File: src/design/stt_pkg.sv
// Package for the source text tokenizer: token and queue types, token kind
// and run mode codes, and the character classification helpers.
// Depends on nothing; every other design file but stt_ifaces imports it.
package stt_pkg;

    localparam logic [2:0] KIND_INT     = 3'd0;
    localparam logic [2:0] KIND_FLOAT   = 3'd1;
    localparam logic [2:0] KIND_IDENT   = 3'd2;
    localparam logic [2:0] KIND_KEYWORD = 3'd3;
    localparam logic [2:0] KIND_DELIM   = 3'd4;
    localparam logic [2:0] KIND_UNKNOWN = 3'd5;

    localparam logic [1:0] MODE_NONE   = 2'd0;
    localparam logic [1:0] MODE_IDENT  = 2'd1;
    localparam logic [1:0] MODE_NUMBER = 2'd2;

    localparam logic [7:0] MAX_TOKEN_LEN = 8'd255;
    localparam logic [7:0] COLUMN_LAST   = 8'd255;
    localparam logic [9:0] LINE_WIDTH    = 10'd256;
    localparam logic [2:0] HEAD_CHARS    = 3'd5;

    localparam logic [23:0] WORD_INT   = 24'h746E69;
    localparam logic [39:0] WORD_FLOAT = 40'h74616F6C66;

    localparam int QUEUE_AW    = 2;
    localparam int QUEUE_DEPTH = 1 << QUEUE_AW;

    typedef struct packed {
        logic [2:0]  kind;
        logic [15:0] line;
        logic [8:0]  pos;
        logic [7:0]  len;
        logic [7:0]  single_char;
        logic [15:0] count;
    } token_t;

    typedef struct packed {
        logic   two;
        token_t tok0;
        token_t tok1;
    } entry_t;

    typedef struct packed {
        logic full;
        logic empty;
    } q_status_t;

    function automatic logic is_letter(input logic [7:0] c);
        return (c inside {[8'h61:8'h7A]}) || (c inside {[8'h41:8'h5A]});
    endfunction

    function automatic logic is_digit(input logic [7:0] c);
        return c inside {[8'h30:8'h39]};
    endfunction

    function automatic logic is_blank(input logic [7:0] c);
        return (c == 8'h20) || (c inside {[8'h09:8'h0D]});
    endfunction

    function automatic logic is_delim(input logic [7:0] c);
        return c inside {8'h28, 8'h29, 8'h7B, 8'h7D, 8'h2C, 8'h3B, 8'h3A};
    endfunction

    function automatic logic [8:0] pos_at(input logic [7:0] col, input logic [1:0] offset);
        logic [9:0] sum;
        sum = {2'b00, col} + {8'd0, offset};
        if (sum > LINE_WIDTH)
        begin
            sum = LINE_WIDTH;
        end
        return sum[8:0];
    endfunction

    function automatic logic [2:0] run_kind(input logic [1:0] mode, input logic [7:0] len,
                                            input logic [39:0] head, input logic dot);
        logic [2:0] kind;
        kind = KIND_IDENT;
        case (mode)
            MODE_IDENT:
            begin
                if ((len == 8'd3 && head[23:0] == WORD_INT) ||
                    (len == 8'd5 && head == WORD_FLOAT))
                begin
                    kind = KIND_KEYWORD;
                end
            end
            MODE_NUMBER: kind = dot ? KIND_FLOAT : KIND_INT;
            default:     kind = KIND_IDENT;
        endcase
        return kind;
    endfunction

endpackage

File: src/design/stt_ifaces.sv
// Handshake interfaces for the tokenizer: the character input channel and
// the token output channel. Depends on nothing.
interface stt_in_if;
    logic       valid;
    logic       ready;
    logic [7:0] ch;
    logic       line_end;

    modport source (output valid, output ch, output line_end, input ready);
    modport sink (input valid, input ch, input line_end, output ready);
endinterface

interface stt_out_if;
    logic        valid;
    logic        ready;
    logic [2:0]  token_kind;
    logic [15:0] token_line;
    logic [8:0]  token_pos;
    logic [7:0]  token_len;
    logic [7:0]  single_char;
    logic [15:0] token_count;
    logic        last_of_run;

    modport source (output valid, output token_kind, output token_line, output token_pos,
                    output token_len, output single_char, output token_count,
                    output last_of_run, input ready);
    modport sink (input valid, input token_kind, input token_line, input token_pos,
                  input token_len, input single_char, input token_count,
                  input last_of_run, output ready);
endinterface

File: src/design/stt_front.sv
// Classifier of the tokenizer: accepts one character a cycle while the queue
// is not full, tracks the open run, line and column, and pushes the tokens of
// each character as one word. Depends on stt_pkg and stt_ifaces.
module stt_front (
    input  logic              clk,
    input  logic              rst_n,
    stt_in_if.sink            src,
    input  stt_pkg::q_status_t q_status,
    output logic              push,
    output stt_pkg::entry_t   push_entry
);
    import stt_pkg::*;

    logic [1:0]  mode_reg, mode_next;
    logic [7:0]  len_reg, len_next;
    logic [7:0]  column_reg, column_next;
    logic [15:0] line_reg, line_next;
    logic        dot_reg, dot_next;
    logic [39:0] head_reg, head_next;
    logic [15:0] count_reg, count_next;

    logic        fire;
    logic        cont, run_open, close_a, single, close_e, open_after;
    logic [1:0]  mode_a;
    logic [7:0]  len_a;
    logic        dot_a;
    logic [39:0] head_a;
    token_t      tok_a, tok_s, tok_e;
    logic [1:0]  ntok;

    assign src.ready = !q_status.full;
    assign fire = src.valid && src.ready;

    always_comb
    begin
        run_open = (mode_reg == MODE_IDENT) || (mode_reg == MODE_NUMBER);
        cont = ((mode_reg == MODE_IDENT) &&
                (is_letter(src.ch) || is_digit(src.ch) || src.ch == 8'h5F)) ||
               ((mode_reg == MODE_NUMBER) && (is_digit(src.ch) || src.ch == 8'h2E));
        close_a = !cont && run_open;
        single = 1'b0;
        mode_a = mode_reg;
        len_a = len_reg;
        dot_a = dot_reg;
        head_a = head_reg;

        if (cont)
        begin
            if (len_reg < {5'd0, HEAD_CHARS})
            begin
                head_a = head_reg | ({32'd0, src.ch} << {len_reg[2:0], 3'b000});
            end
            if (len_reg < MAX_TOKEN_LEN)
            begin
                len_a = len_reg + 8'd1;
            end
            if (src.ch == 8'h2E)
            begin
                dot_a = 1'b1;
            end
        end
        else
        begin
            mode_a = MODE_NONE;
            len_a = 8'd0;
            dot_a = 1'b0;
            head_a = 40'd0;
            if (is_letter(src.ch) || is_digit(src.ch))
            begin
                mode_a = is_letter(src.ch) ? MODE_IDENT : MODE_NUMBER;
                len_a = 8'd1;
                head_a = {32'd0, src.ch};
            end
            else if (!is_blank(src.ch))
            begin
                single = 1'b1;
            end
        end

        open_after = (mode_a == MODE_IDENT) || (mode_a == MODE_NUMBER);
        close_e = src.line_end && open_after;

        tok_a.kind = run_kind(mode_reg, len_reg, head_reg, dot_reg);
        tok_a.line = line_reg;
        tok_a.pos = pos_at(column_reg, 2'd1);
        tok_a.len = len_reg;
        tok_a.single_char = 8'd0;
        tok_a.count = 16'd0;

        tok_s.kind = is_delim(src.ch) ? KIND_DELIM : KIND_UNKNOWN;
        tok_s.line = line_reg;
        tok_s.pos = pos_at(column_reg, 2'd1);
        tok_s.len = 8'd1;
        tok_s.single_char = src.ch;
        tok_s.count = 16'd0;

        tok_e.kind = run_kind(mode_a, len_a, head_a, dot_a);
        tok_e.line = line_reg;
        tok_e.pos = pos_at(column_reg, 2'd2);
        tok_e.len = len_a;
        tok_e.single_char = 8'd0;
        tok_e.count = 16'd0;

        ntok = {1'b0, close_a} + {1'b0, single} + {1'b0, close_e};

        push_entry.two = (ntok == 2'd2);
        if (close_a)
        begin
            push_entry.tok0 = tok_a;
            push_entry.tok1 = single ? tok_s : tok_e;
        end
        else
        begin
            push_entry.tok0 = single ? tok_s : tok_e;
            push_entry.tok1 = tok_e;
        end
        push_entry.tok0.count = count_reg + 16'd1;
        push_entry.tok1.count = count_reg + 16'd2;
        push = fire && (ntok != 2'd0);

        mode_next = mode_a;
        len_next = len_a;
        dot_next = dot_a;
        head_next = head_a;
        column_next = column_reg;
        line_next = line_reg;
        if (src.line_end)
        begin
            mode_next = MODE_NONE;
            len_next = 8'd0;
            dot_next = 1'b0;
            head_next = 40'd0;
            column_next = 8'd0;
            line_next = line_reg + 16'd1;
        end
        else if (column_reg < COLUMN_LAST)
        begin
            column_next = column_reg + 8'd1;
        end
        count_next = count_reg + {14'd0, ntok};
    end

    always_ff @(posedge clk or negedge rst_n)
    begin
        if (!rst_n)
        begin
            mode_reg <= MODE_NONE;
            len_reg <= 8'd0;
            column_reg <= 8'd0;
            line_reg <= 16'd0;
            dot_reg <= 1'b0;
            head_reg <= 40'd0;
            count_reg <= 16'd0;
        end
        else if (fire)
        begin
            mode_reg <= mode_next;
            len_reg <= len_next;
            column_reg <= column_next;
            line_reg <= line_next;
            dot_reg <= dot_next;
            head_reg <= head_next;
            count_reg <= count_next;
        end
    end

endmodule

File: src/design/stt_queue.sv
// Short word queue between the classifier and the output stage of the
// tokenizer. Depends on stt_pkg.
module stt_queue (
    input  logic               clk,
    input  logic               rst_n,
    input  logic               push,
    input  stt_pkg::entry_t    push_entry,
    input  logic               pop,
    output stt_pkg::entry_t    head_entry,
    output stt_pkg::q_status_t status
);
    import stt_pkg::*;

    entry_t                entries_reg [QUEUE_DEPTH];
    logic [QUEUE_AW-1:0]   wr_ptr_reg, rd_ptr_reg;
    logic [QUEUE_AW:0]     fill_reg, fill_next;

    assign status.full = (fill_reg == QUEUE_DEPTH[QUEUE_AW:0]);
    assign status.empty = (fill_reg == '0);
    assign head_entry = entries_reg[rd_ptr_reg];

    always_comb
    begin
        fill_next = fill_reg;
        if (push && !pop)
        begin
            fill_next = fill_reg + 1'b1;
        end
        else if (pop && !push)
        begin
            fill_next = fill_reg - 1'b1;
        end
    end

    always_ff @(posedge clk)
    begin
        if (push)
        begin
            entries_reg[wr_ptr_reg] <= push_entry;
        end
    end

    always_ff @(posedge clk or negedge rst_n)
    begin
        if (!rst_n)
        begin
            wr_ptr_reg <= '0;
            rd_ptr_reg <= '0;
            fill_reg <= '0;
        end
        else
        begin
            if (push)
            begin
                wr_ptr_reg <= wr_ptr_reg + 1'b1;
            end
            if (pop)
            begin
                rd_ptr_reg <= rd_ptr_reg + 1'b1;
            end
            fill_reg <= fill_next;
        end
    end

endmodule

File: src/design/stt_back.sv
// Output stage of the tokenizer: sends the one or two tokens of the queue's
// head word in order and marks the last. Depends on stt_pkg and stt_ifaces.
module stt_back (
    input  logic               clk,
    input  logic               rst_n,
    input  stt_pkg::entry_t    head_entry,
    input  stt_pkg::q_status_t q_status,
    output logic               pop,
    stt_out_if.source          tok
);
    import stt_pkg::*;

    logic   second_reg;
    logic   fire;
    token_t cur;

    assign cur = second_reg ? head_entry.tok1 : head_entry.tok0;
    assign fire = tok.valid && tok.ready;
    assign pop = fire && (second_reg || !head_entry.two);

    assign tok.valid = !q_status.empty;
    assign tok.token_kind = cur.kind;
    assign tok.token_line = cur.line;
    assign tok.token_pos = cur.pos;
    assign tok.token_len = cur.len;
    assign tok.single_char = cur.single_char;
    assign tok.token_count = cur.count;
    assign tok.last_of_run = second_reg || !head_entry.two;

    always_ff @(posedge clk or negedge rst_n)
    begin
        if (!rst_n)
        begin
            second_reg <= 1'b0;
        end
        else if (fire)
        begin
            second_reg <= !second_reg && head_entry.two;
        end
    end

endmodule

File: src/design/source_text_tokenizer.sv
// Top level of the source text tokenizer: classifier, word queue and output
// stage. Depends on stt_pkg, stt_ifaces, stt_front, stt_queue and stt_back.
//
// The tokenizer takes one character per cycle and gives tokens of kind
// integer, float, identifier, keyword, delimiter or unknown, each with its
// line, end position, length and running count. A character yields zero, one
// or two tokens; the classifier takes a character every cycle while the
// four-word queue in front of the output stage has room, and the output stage
// sends one token per cycle while the channel is ready, popping a two-token
// word after its second token. Input stalls only when that queue is full.
module source_text_tokenizer (
    input logic       clk,
    input logic       rst_n,
    stt_in_if.sink    src,
    stt_out_if.source tok
);
    import stt_pkg::*;

    logic      push, pop;
    entry_t    push_entry, head_entry;
    q_status_t q_status;

    stt_front u_front (
        .clk        (clk),
        .rst_n      (rst_n),
        .src        (src),
        .q_status   (q_status),
        .push       (push),
        .push_entry (push_entry)
    );

    stt_queue u_queue (
        .clk        (clk),
        .rst_n      (rst_n),
        .push       (push),
        .push_entry (push_entry),
        .pop        (pop),
        .head_entry (head_entry),
        .status     (q_status)
    );

    stt_back u_back (
        .clk        (clk),
        .rst_n      (rst_n),
        .head_entry (head_entry),
        .q_status   (q_status),
        .pop        (pop),
        .tok        (tok)
    );

endmodule

File: src/flat_wrapper.sv
// flat-port wrapper written by rule: the top's interface ports become plain ports
module source_text_tokenizer_flat import stt_pkg::*;
  (clk, rst_n, src_valid, src_ch, src_line_end, src_ready, tok_valid, tok_token_kind, tok_token_line, tok_token_pos, tok_token_len, tok_single_char, tok_token_count, tok_last_of_run, tok_ready);
  stt_in_if src_i ();
  stt_out_if tok_i ();
  input logic clk;
  input logic rst_n;
  input wire logic [$bits(src_i.valid)-1:0] src_valid;
  input wire logic [$bits(src_i.ch)-1:0] src_ch;
  input wire logic [$bits(src_i.line_end)-1:0] src_line_end;
  output wire logic [$bits(src_i.ready)-1:0] src_ready;
  output wire logic [$bits(tok_i.valid)-1:0] tok_valid;
  output wire logic [$bits(tok_i.token_kind)-1:0] tok_token_kind;
  output wire logic [$bits(tok_i.token_line)-1:0] tok_token_line;
  output wire logic [$bits(tok_i.token_pos)-1:0] tok_token_pos;
  output wire logic [$bits(tok_i.token_len)-1:0] tok_token_len;
  output wire logic [$bits(tok_i.single_char)-1:0] tok_single_char;
  output wire logic [$bits(tok_i.token_count)-1:0] tok_token_count;
  output wire logic [$bits(tok_i.last_of_run)-1:0] tok_last_of_run;
  input wire logic [$bits(tok_i.ready)-1:0] tok_ready;
  assign src_i.valid = src_valid;
  assign src_i.ch = src_ch;
  assign src_i.line_end = src_line_end;
  assign src_ready = src_i.ready;
  assign tok_valid = tok_i.valid;
  assign tok_token_kind = tok_i.token_kind;
  assign tok_token_line = tok_i.token_line;
  assign tok_token_pos = tok_i.token_pos;
  assign tok_token_len = tok_i.token_len;
  assign tok_single_char = tok_i.single_char;
  assign tok_token_count = tok_i.token_count;
  assign tok_last_of_run = tok_i.last_of_run;
  assign tok_i.ready = tok_ready;
  source_text_tokenizer u_core (.clk(clk), .rst_n(rst_n), .src(src_i), .tok(tok_i));
endmodule
File: config.mk
export PLATFORM = sky130hd
export DESIGN_NAME = source_text_tokenizer_flat
export DESIGN_NICKNAME = d
export VERILOG_FILES = /design/src/design/stt_pkg.sv /design/src/design/stt_ifaces.sv /design/src/design/stt_front.sv /design/src/design/stt_queue.sv /design/src/design/stt_back.sv /design/src/design/source_text_tokenizer.sv /design/src/flat_wrapper.sv
export SDC_FILE = /design/constraint.sdc
export NUM_CORES = 1
export LEC_CHECK = 0
export BUFFER_PORTS_ARGS = -buffer_cell sky130_fd_sc_hd__buf_2
export CELL_PAD_IN_SITES_DETAIL_PLACEMENT = 1
export CELL_PAD_IN_SITES_GLOBAL_PLACEMENT = 1
export CORE_UTILIZATION = 33
export CTS_CLUSTER_DIAMETER = 80
export DETAILED_ROUTE_END_ITERATION = 10
export PLACE_DENSITY = 0.6
export RECOVER_POWER = 100
export SLEW_MARGIN = 20
export SYNTH_ARGS = -nofsm -noshare
export SYNTH_HDL_FRONTEND = slang
export SYNTH_HIERARCHICAL = 1
export SYNTH_SLANG_ARGS = --single-unit
File: constraint.sdc
create_clock -name clk -period 9.1 [get_ports clk]
set_clock_uncertainty 0.1 [all_clocks]
set_input_delay 0.455 -clock clk [delete_from_list [all_inputs] [get_ports clk]]
set_output_delay 0.455 -clock clk [all_outputs]
set_load 0.05 [all_outputs]
After elaboration in Yosys (flattened, before gate mapping). Memory sizes are Yosys's and may differ from the RTL's. Cells that the tools add are included. W data, S select, Z words.

Add/sub/neg operators: 14. Magnitude comparators: 13. Equality and inequality tests: 24. Shifts and indexed selects: 1. Multiplexer cells: 36. Bitwise operators: 1. Reductions and logical operators: 44.

Operators by type and width (number): $mux W120 (1); $mux W40 (3); $mux W60 (2); $eq A40 B39 Y1 const B (2); $eq A8 B6 Y1 const B (7); $eq A24 B23 Y1 const B (2); $mux W8 (6); $or A40 B40 Y40 (1); $shl A8 B6 Y40 (1); $add A16 B1 Y16 const B (2); $eq A8 B7 Y1 const B (3); $logic_and A1 B1 Y1 (19); $gt A9 B9 Y1 const B (2); $mux W9 (2); $add A16 B2 Y16 (1); $add A16 B2 Y16 const B (1); $add A8 B1 Y8 const B (2); $eq A8 B2 Y1 const B (2); $eq A8 B3 Y1 const B (2); $ge A8 B7 Y1 const B (2); $le A8 B7 Y1 const B (2); $lt A8 B8 Y1 const B (2); $mux W1 (14); $pmux W3 S2 (2); other kinds (23) (50).

Bits in registers: 99. Bits in writable memories: 484. Input port bits: 13. Output and inout bits: 63. Logic and storage cells: 145. Memories: 1.

Memories: u_core.u_queue.entries_reg (depth 4, width 121, rd ports 1, clocked after Yosys merged registers in 0, wr ports 1, RTL line stt_queue.sv:14) `entry_t entries_reg [QUEUE_DEPTH];`.

Logic depth before layout (Yosys ltp).
Depth in word-level cells: 18. Depth in mapped cells: 19.

Hierarchy. Netlist, hierarchy kept.

By module, submodules not included: stt_queue (instances 1, cells an instance 667, area an instance 17843.4 µm², seq. area each 14709.1 µm²); stt_front (instances 1, cells an instance 783, area an instance 6399.9 µm², seq. area each 2277.2 µm²); stt_back (instances 1, cells an instance 74, area an instance 1089.8 µm², seq. area each 25.0 µm²).

Worst setup path after synthesis. Ideal clock, no wire load.

Path kind: input -> register. Start point: in src_ch[3]. End point: mem u_core/u_queue/entries_reg[3][0] in the netlist's numbering (enable). Arrival: 6.644 ns. Required time: 8.506 ns. Setup slack: 1.862 ns. Cell stages on the path: 14. Buffers on the path: 3. Cell sequence: clkbuf_1 -> or3_1 -> o31a_1 -> o211ai_1 -> and3_1 -> clkbuf_1 -> buf_2 -> mux2i_1 -> inv_1 -> ha_1 -> nand2b_1 -> fa_1 -> a21oi_1 -> and2_1.

Longest elaborated chain between the ends: 16.

RTL lines: from (decl) (RTL line flat_wrapper.sv:9) `input wire logic [$bits(src_i.ch)-1:0] src_ch;`; $ge A8 B7 Y1 or $le A8 B7 Y1 (tied branches) (RTL line stt_pkg.sv:49) `return (c inside {[8'h61:8'h7A]}) || (c inside {[8'h41:8'h5A]});`; $logic_and A1 B1 Y1 (RTL line stt_pkg.sv:49); $logic_or A1 B1 Y1 (RTL line stt_pkg.sv:49); $logic_or A1 B1 Y1 (RTL line stt_front.sv:38, stt_front.sv:68); $logic_or A1 B1 Y1 (RTL line stt_front.sv:38) `(is_letter(src.ch) || is_digit(src.ch) || src.ch == 8'h5F)) ||`; $logic_and A1 B1 Y1 (RTL line stt_front.sv:37) `cont = ((mode_reg == MODE_IDENT) &&`; $logic_or A1 B1 Y1 (RTL line stt_front.sv:38); $mux W2 (RTL line stt_front.sv:47) `if (cont)`; $eq A2 B1 Y1 or $eq A2 B2 Y1 (tied branches) (RTL line stt_front.sv:80) `open_after = (mode_a == MODE_IDENT) || (mode_a == MODE_NUMBER);`; $logic_or A1 B1 Y1 (RTL line stt_front.sv:80); $logic_and A1 B1 Y1 (RTL line stt_front.sv:81) `close_e = src.line_end && open_after;`; $add A2 B1 Y2 * (RTL line stt_front.sv:104) `ntok = {1'b0, close_a} + {1'b0, single} + {1'b0, close_e};`; $reduce_bool A2 Y1 * (RTL line stt_front.sv:119) `push = fire && (ntok != 2'd0);`; $logic_and A1 B1 Y1 * (RTL line stt_front.sv:119); net u_core.push (RTL line source_text_tokenizer.sv:19) `logic push, pop;`; $mux W1 * (RTL line stt_queue.sv:37) `if (push)`; $mux W1 (implied by the code) * (RTL line stt_queue.sv:39) `entries_reg[wr_ptr_reg] <= push_entry;`; to (decl) (RTL line stt_queue.sv:14).

The timed path passes the listed nets; every way through them passes the cells marked *.

Worst setup path after layout.
Start point: in src_ch[2]. End point: mem u_core/u_queue/entries_reg[1][50] in the netlist's numbering (enable).

Same word-level chain as after synthesis.

==> metrics.md <==
| Metric | Value |
|---|---|
| Status | `finished, violations left` |
| Failing checks | `max-capacitance violations, max-slew violations` |
| Largest register FFs | `between 400 and 500` |
| R2R setup slack | `3.43 ns` |
| Synthesis-stage register bit count | `583` |
| Number of core rows | `around 100` |
| First-pass GRT wire length | `~89000 µm` |
| EDFF count, synth | `a little under 500` |
| XOR/XNOR share of the synthesized area | `approximately 2.4%` |
| Cts repair resizes | `0` |
| Synth Area in Compound Gates | `4.36%` |
| IO Pins | `76` |
| Vias per cell | `5.00` |
| CP Max Fanout | `65` |
| Worst-Skew Late Latency | `0.61 ns` |
| PwrDens | `~330 nW/µm²` |
| Reg2reg start | `u_core/u_front/mode_reg[0]$_DFFE_PN0P_` |
| Final Hold Viols | `0` |
| Sequential element share of the synthesized area | `67.2%` |
| Root Buffer | `clkbuf_16` |
| Area growth syn-to-layout | `12.3%` |
| GRT Resource Usage Total | `between 10 and 15%` |
| Max Cap Violations | `5` |
| Drt drc | `0` |
| Synth Flop Type | `edfxtp_1` |
| Element type at the critical path end | `register` |
| Diodes inserted | `0` |
| Hold Startpoint | `tok_ready` |
| Postcts setup bufs | `0` |
| Synth Area in Simple Gates | `6.63%` |
| Initial antenna violation count | `1` |
| Peak supply drop | `between 200 and 250 µV` |
| Post-synth cell types | `74` |
| Worst hold slack | `0.155 ns` |
| Static leakage | `around 0.0098 µW` |
| Peak Freq | `approximately 0.16 GHz` |
| Largest net degree at the start of global routing | `88` |
| Setup crit start kind | `input port` |
| Share of cells above drive strength 1 | `20.3%` |
| Min Clock Period, post-route | `6.43 ns` |
| Most used standard cell by instance count after synthesis | `edfxtp_1` |
| Die H | `between 200 and 300 µm` |
| Mux cell area share after synthesis | `between 10% and 20%` |
| Worst hold path class | `input port to register` |
| Synth Area in Adders | `roughly 1.3%` |
| Crit path kind | `input port to register` |
| Fraction of registers with async set/reset | `17.0%` |
| Total wire length | `approximately 57000 µm` |
| Reg clk slew, reported paths | `approximately 0.06 ns` |
| CP Launch Point | `src_ch[2]` |
| Post-synth top cells | `edfxtp_1, mux4_2, dfrtp_1, nor2_1, nand2_1` |
| Port Buf Inserts | `75` |
| Worst path arrival time | `around 6.6 ns` |
| RSZ-0062 raised after global routing | `false` |
| GPL Wtd Cong | `between 0.7 and 0.8` |
| Post-Syn Instances | `~1.5k` |
| Longest Clk Path Bufs | `3` |
| Slew headroom | `-129%` |
| TNS Setup | `0 ns` |
| Synth area leader | `edfxtp_1` |
| Core box area | `about 76000 µm²` |
| H-tree levels | `3` |
| CP required | `roughly 9.2 ns` |
| CTS Buf Count | `66` |
| Total grt overflow | `0` |
| Fin nets | `between 1.5k and 2k` |
| Post-route ant nets | `0` |
| Mapped Area | `25300 µm²` |
| Area contributors post-synth | `edfxtp_1, mux4_2, dfrtp_1, mux2_4, xnor2_1` |
| Fin crit share | `between 70% and 80%` |
| Syn_area_per_cell | `16.6 µm²` |
| DP Area | `roughly 26000 µm²` |
| Final instance area | `28500 µm²` |
| TritonCTS clock tree | `built` |
| Starting Density | `about a third` |
| DIE AREA | `a little under 80000 µm²` |
| Post-Syn Nets | `between 1.5k and 2k` |
| Router iterations before antenna repair | `5` |
| Wirelength per Cell | `21.4 µm` |
| Measured slew at the worst slew-check pin | `3.43 ns` |
| Final HPWL from detailed placement | `roughly 35000 µm` |
| Synth warn | `6` |
| Final count of pins violating max slew | `approximately 180` |
| Iteration-0 DRC Markers | `857` |
| Via count | `roughly 13k` |
| # clock sinks | `583` |
| Die Width | `between 200 and 300 µm` |
| Share of the synthesized area in the top cell type | `roughly 57%` |
| Largest family of logic cells by synthesized area | `multiplexers` |
| Vias in the first global route | `14.5k` |
| Final-report setup violation count | `0` |
-- layout by cell type, fill, tap and decap left out, types with 7 or more instances in the layout --
master	n
nand3_1	33
clkinv_1	10
clkbuf_16	67
mux4_2	121
inv_1	24
dfrtp_1	97
nand4_1	15
nor2_1	89
clkinv_2	14
o21ai_0	34
and3_1	15
buf_4	12
xnor2_1	44
ha_1	21
a31oi_1	9
nor4_1	8
xor2_1	26
mux2_4	59
clkbuf_1	85
o22ai_1	9
nand2_1	73
a21oi_1	73
nand3b_1	7
buf_2	11
edfxtp_1	484
a22o_1	11
mux2i_1	14
nor3_1	20
and2_0	20
-- final timing paths --
path                       cells past startpoint                                           to
max                                           13  u_core/u_queue/entries_reg[1][50]$_DFFE_PP_
min                                            3         u_core/u_back/second_reg$_DFFE_PN0P_
min in group asynchronous                      2      u_core/u_front/head_reg[13]$_DFFE_PN0P_
max in group asynchronous                      3         u_core/u_back/second_reg$_DFFE_PN0P_
max reg2reg                                   12  u_core/u_queue/entries_reg[1][50]$_DFFE_PP_
min reg2reg                                    1       u_core/u_queue/fill_reg[2]$_DFFE_PN0P_
-- critical path, cell delays in order --
cell and delay, ns:
clkbuf_1 0.84, o21ai_0 0.21, and4_1 0.31, o21ai_0 0.46, and3_1 0.69, mux2i_1 0.42
inv_1 0.08, ha_1 0.32, nand2b_1 0.18, fa_1 0.52, a21oi_1 0.53, and2_4 0.98
buf_4 0.56
-- metrics by stage --
stage | setup WS [ns] | total power (µW) | util, % | cells
final | 2.67 | 9520 | 37.5 | 2654
after global routing | 1.93 | 9980 | 37.5 | 2654
after CTS | 3.18 | 9790 | 37.6 | 2654
after detailed placement | 2.57 | 7180 | 34.9 | 2532
after global placement | 2.70 | 7120 | 34.9 | 2532
after floorplan | 1.86 | 6410 | - | 1524
-- layer usage --
| layer | global-route usage [%] | vias up | wire length (µm) |
|---|---|---|---|
| met4 | 4.76 | 0 | 1320 |
| met5 | 0 | - | 0 |
| li1 | - | 5978 | - |
| met2 | 26.4 | 182 | 29600 |
| met1 | 18.5 | 7047 | 24500 |
| met3 | 2.28 | 73 | 1540 |
-- report_power, final --
part | total [µW] | internal [µW] | switching [µW] | leakage, µW
logic | 3170 | 1160 | 2010 | 0.00296
clock network | 2570 | 1510 | 1060 | 0.00102
registers | 3790 | 3460 | 327 | 0.00580
total | 9520 | 6130 | 3400 | 0.00979
-- repair_timing --
item	CTS	global route
setup endpoints to repair	0	0
endpoints found under the hold margin	43	0
hold buffers	1	0
-- logic make-up (layout without fill, tap and decap cells) --
| kind of cell | count (synthesis) | in the layout |
|---|---|---|
| muxes | 198 | 198 |
| DFF | 583 | 583 |
| xor gates and xnor gates | 70 | 70 |
| and+or+nand+nor | 330 | 330 |
| AOI/OAI and AO/OA | 178 | 178 |
| buffers and inverters | 141 | 241 |
| adders and majority gates | 24 | 24 |
-- area by class of cell --
type	count	area, µm²
fillers	7651	47500
clock buffers	84	1740
repair buffers	94	450
multi-input cells	800	7510
flip-flops and latches	583	17000
well taps	1030	1290
inverters	26	97.6
clock inverters	37	350
(Power assumes the default switching activity.)
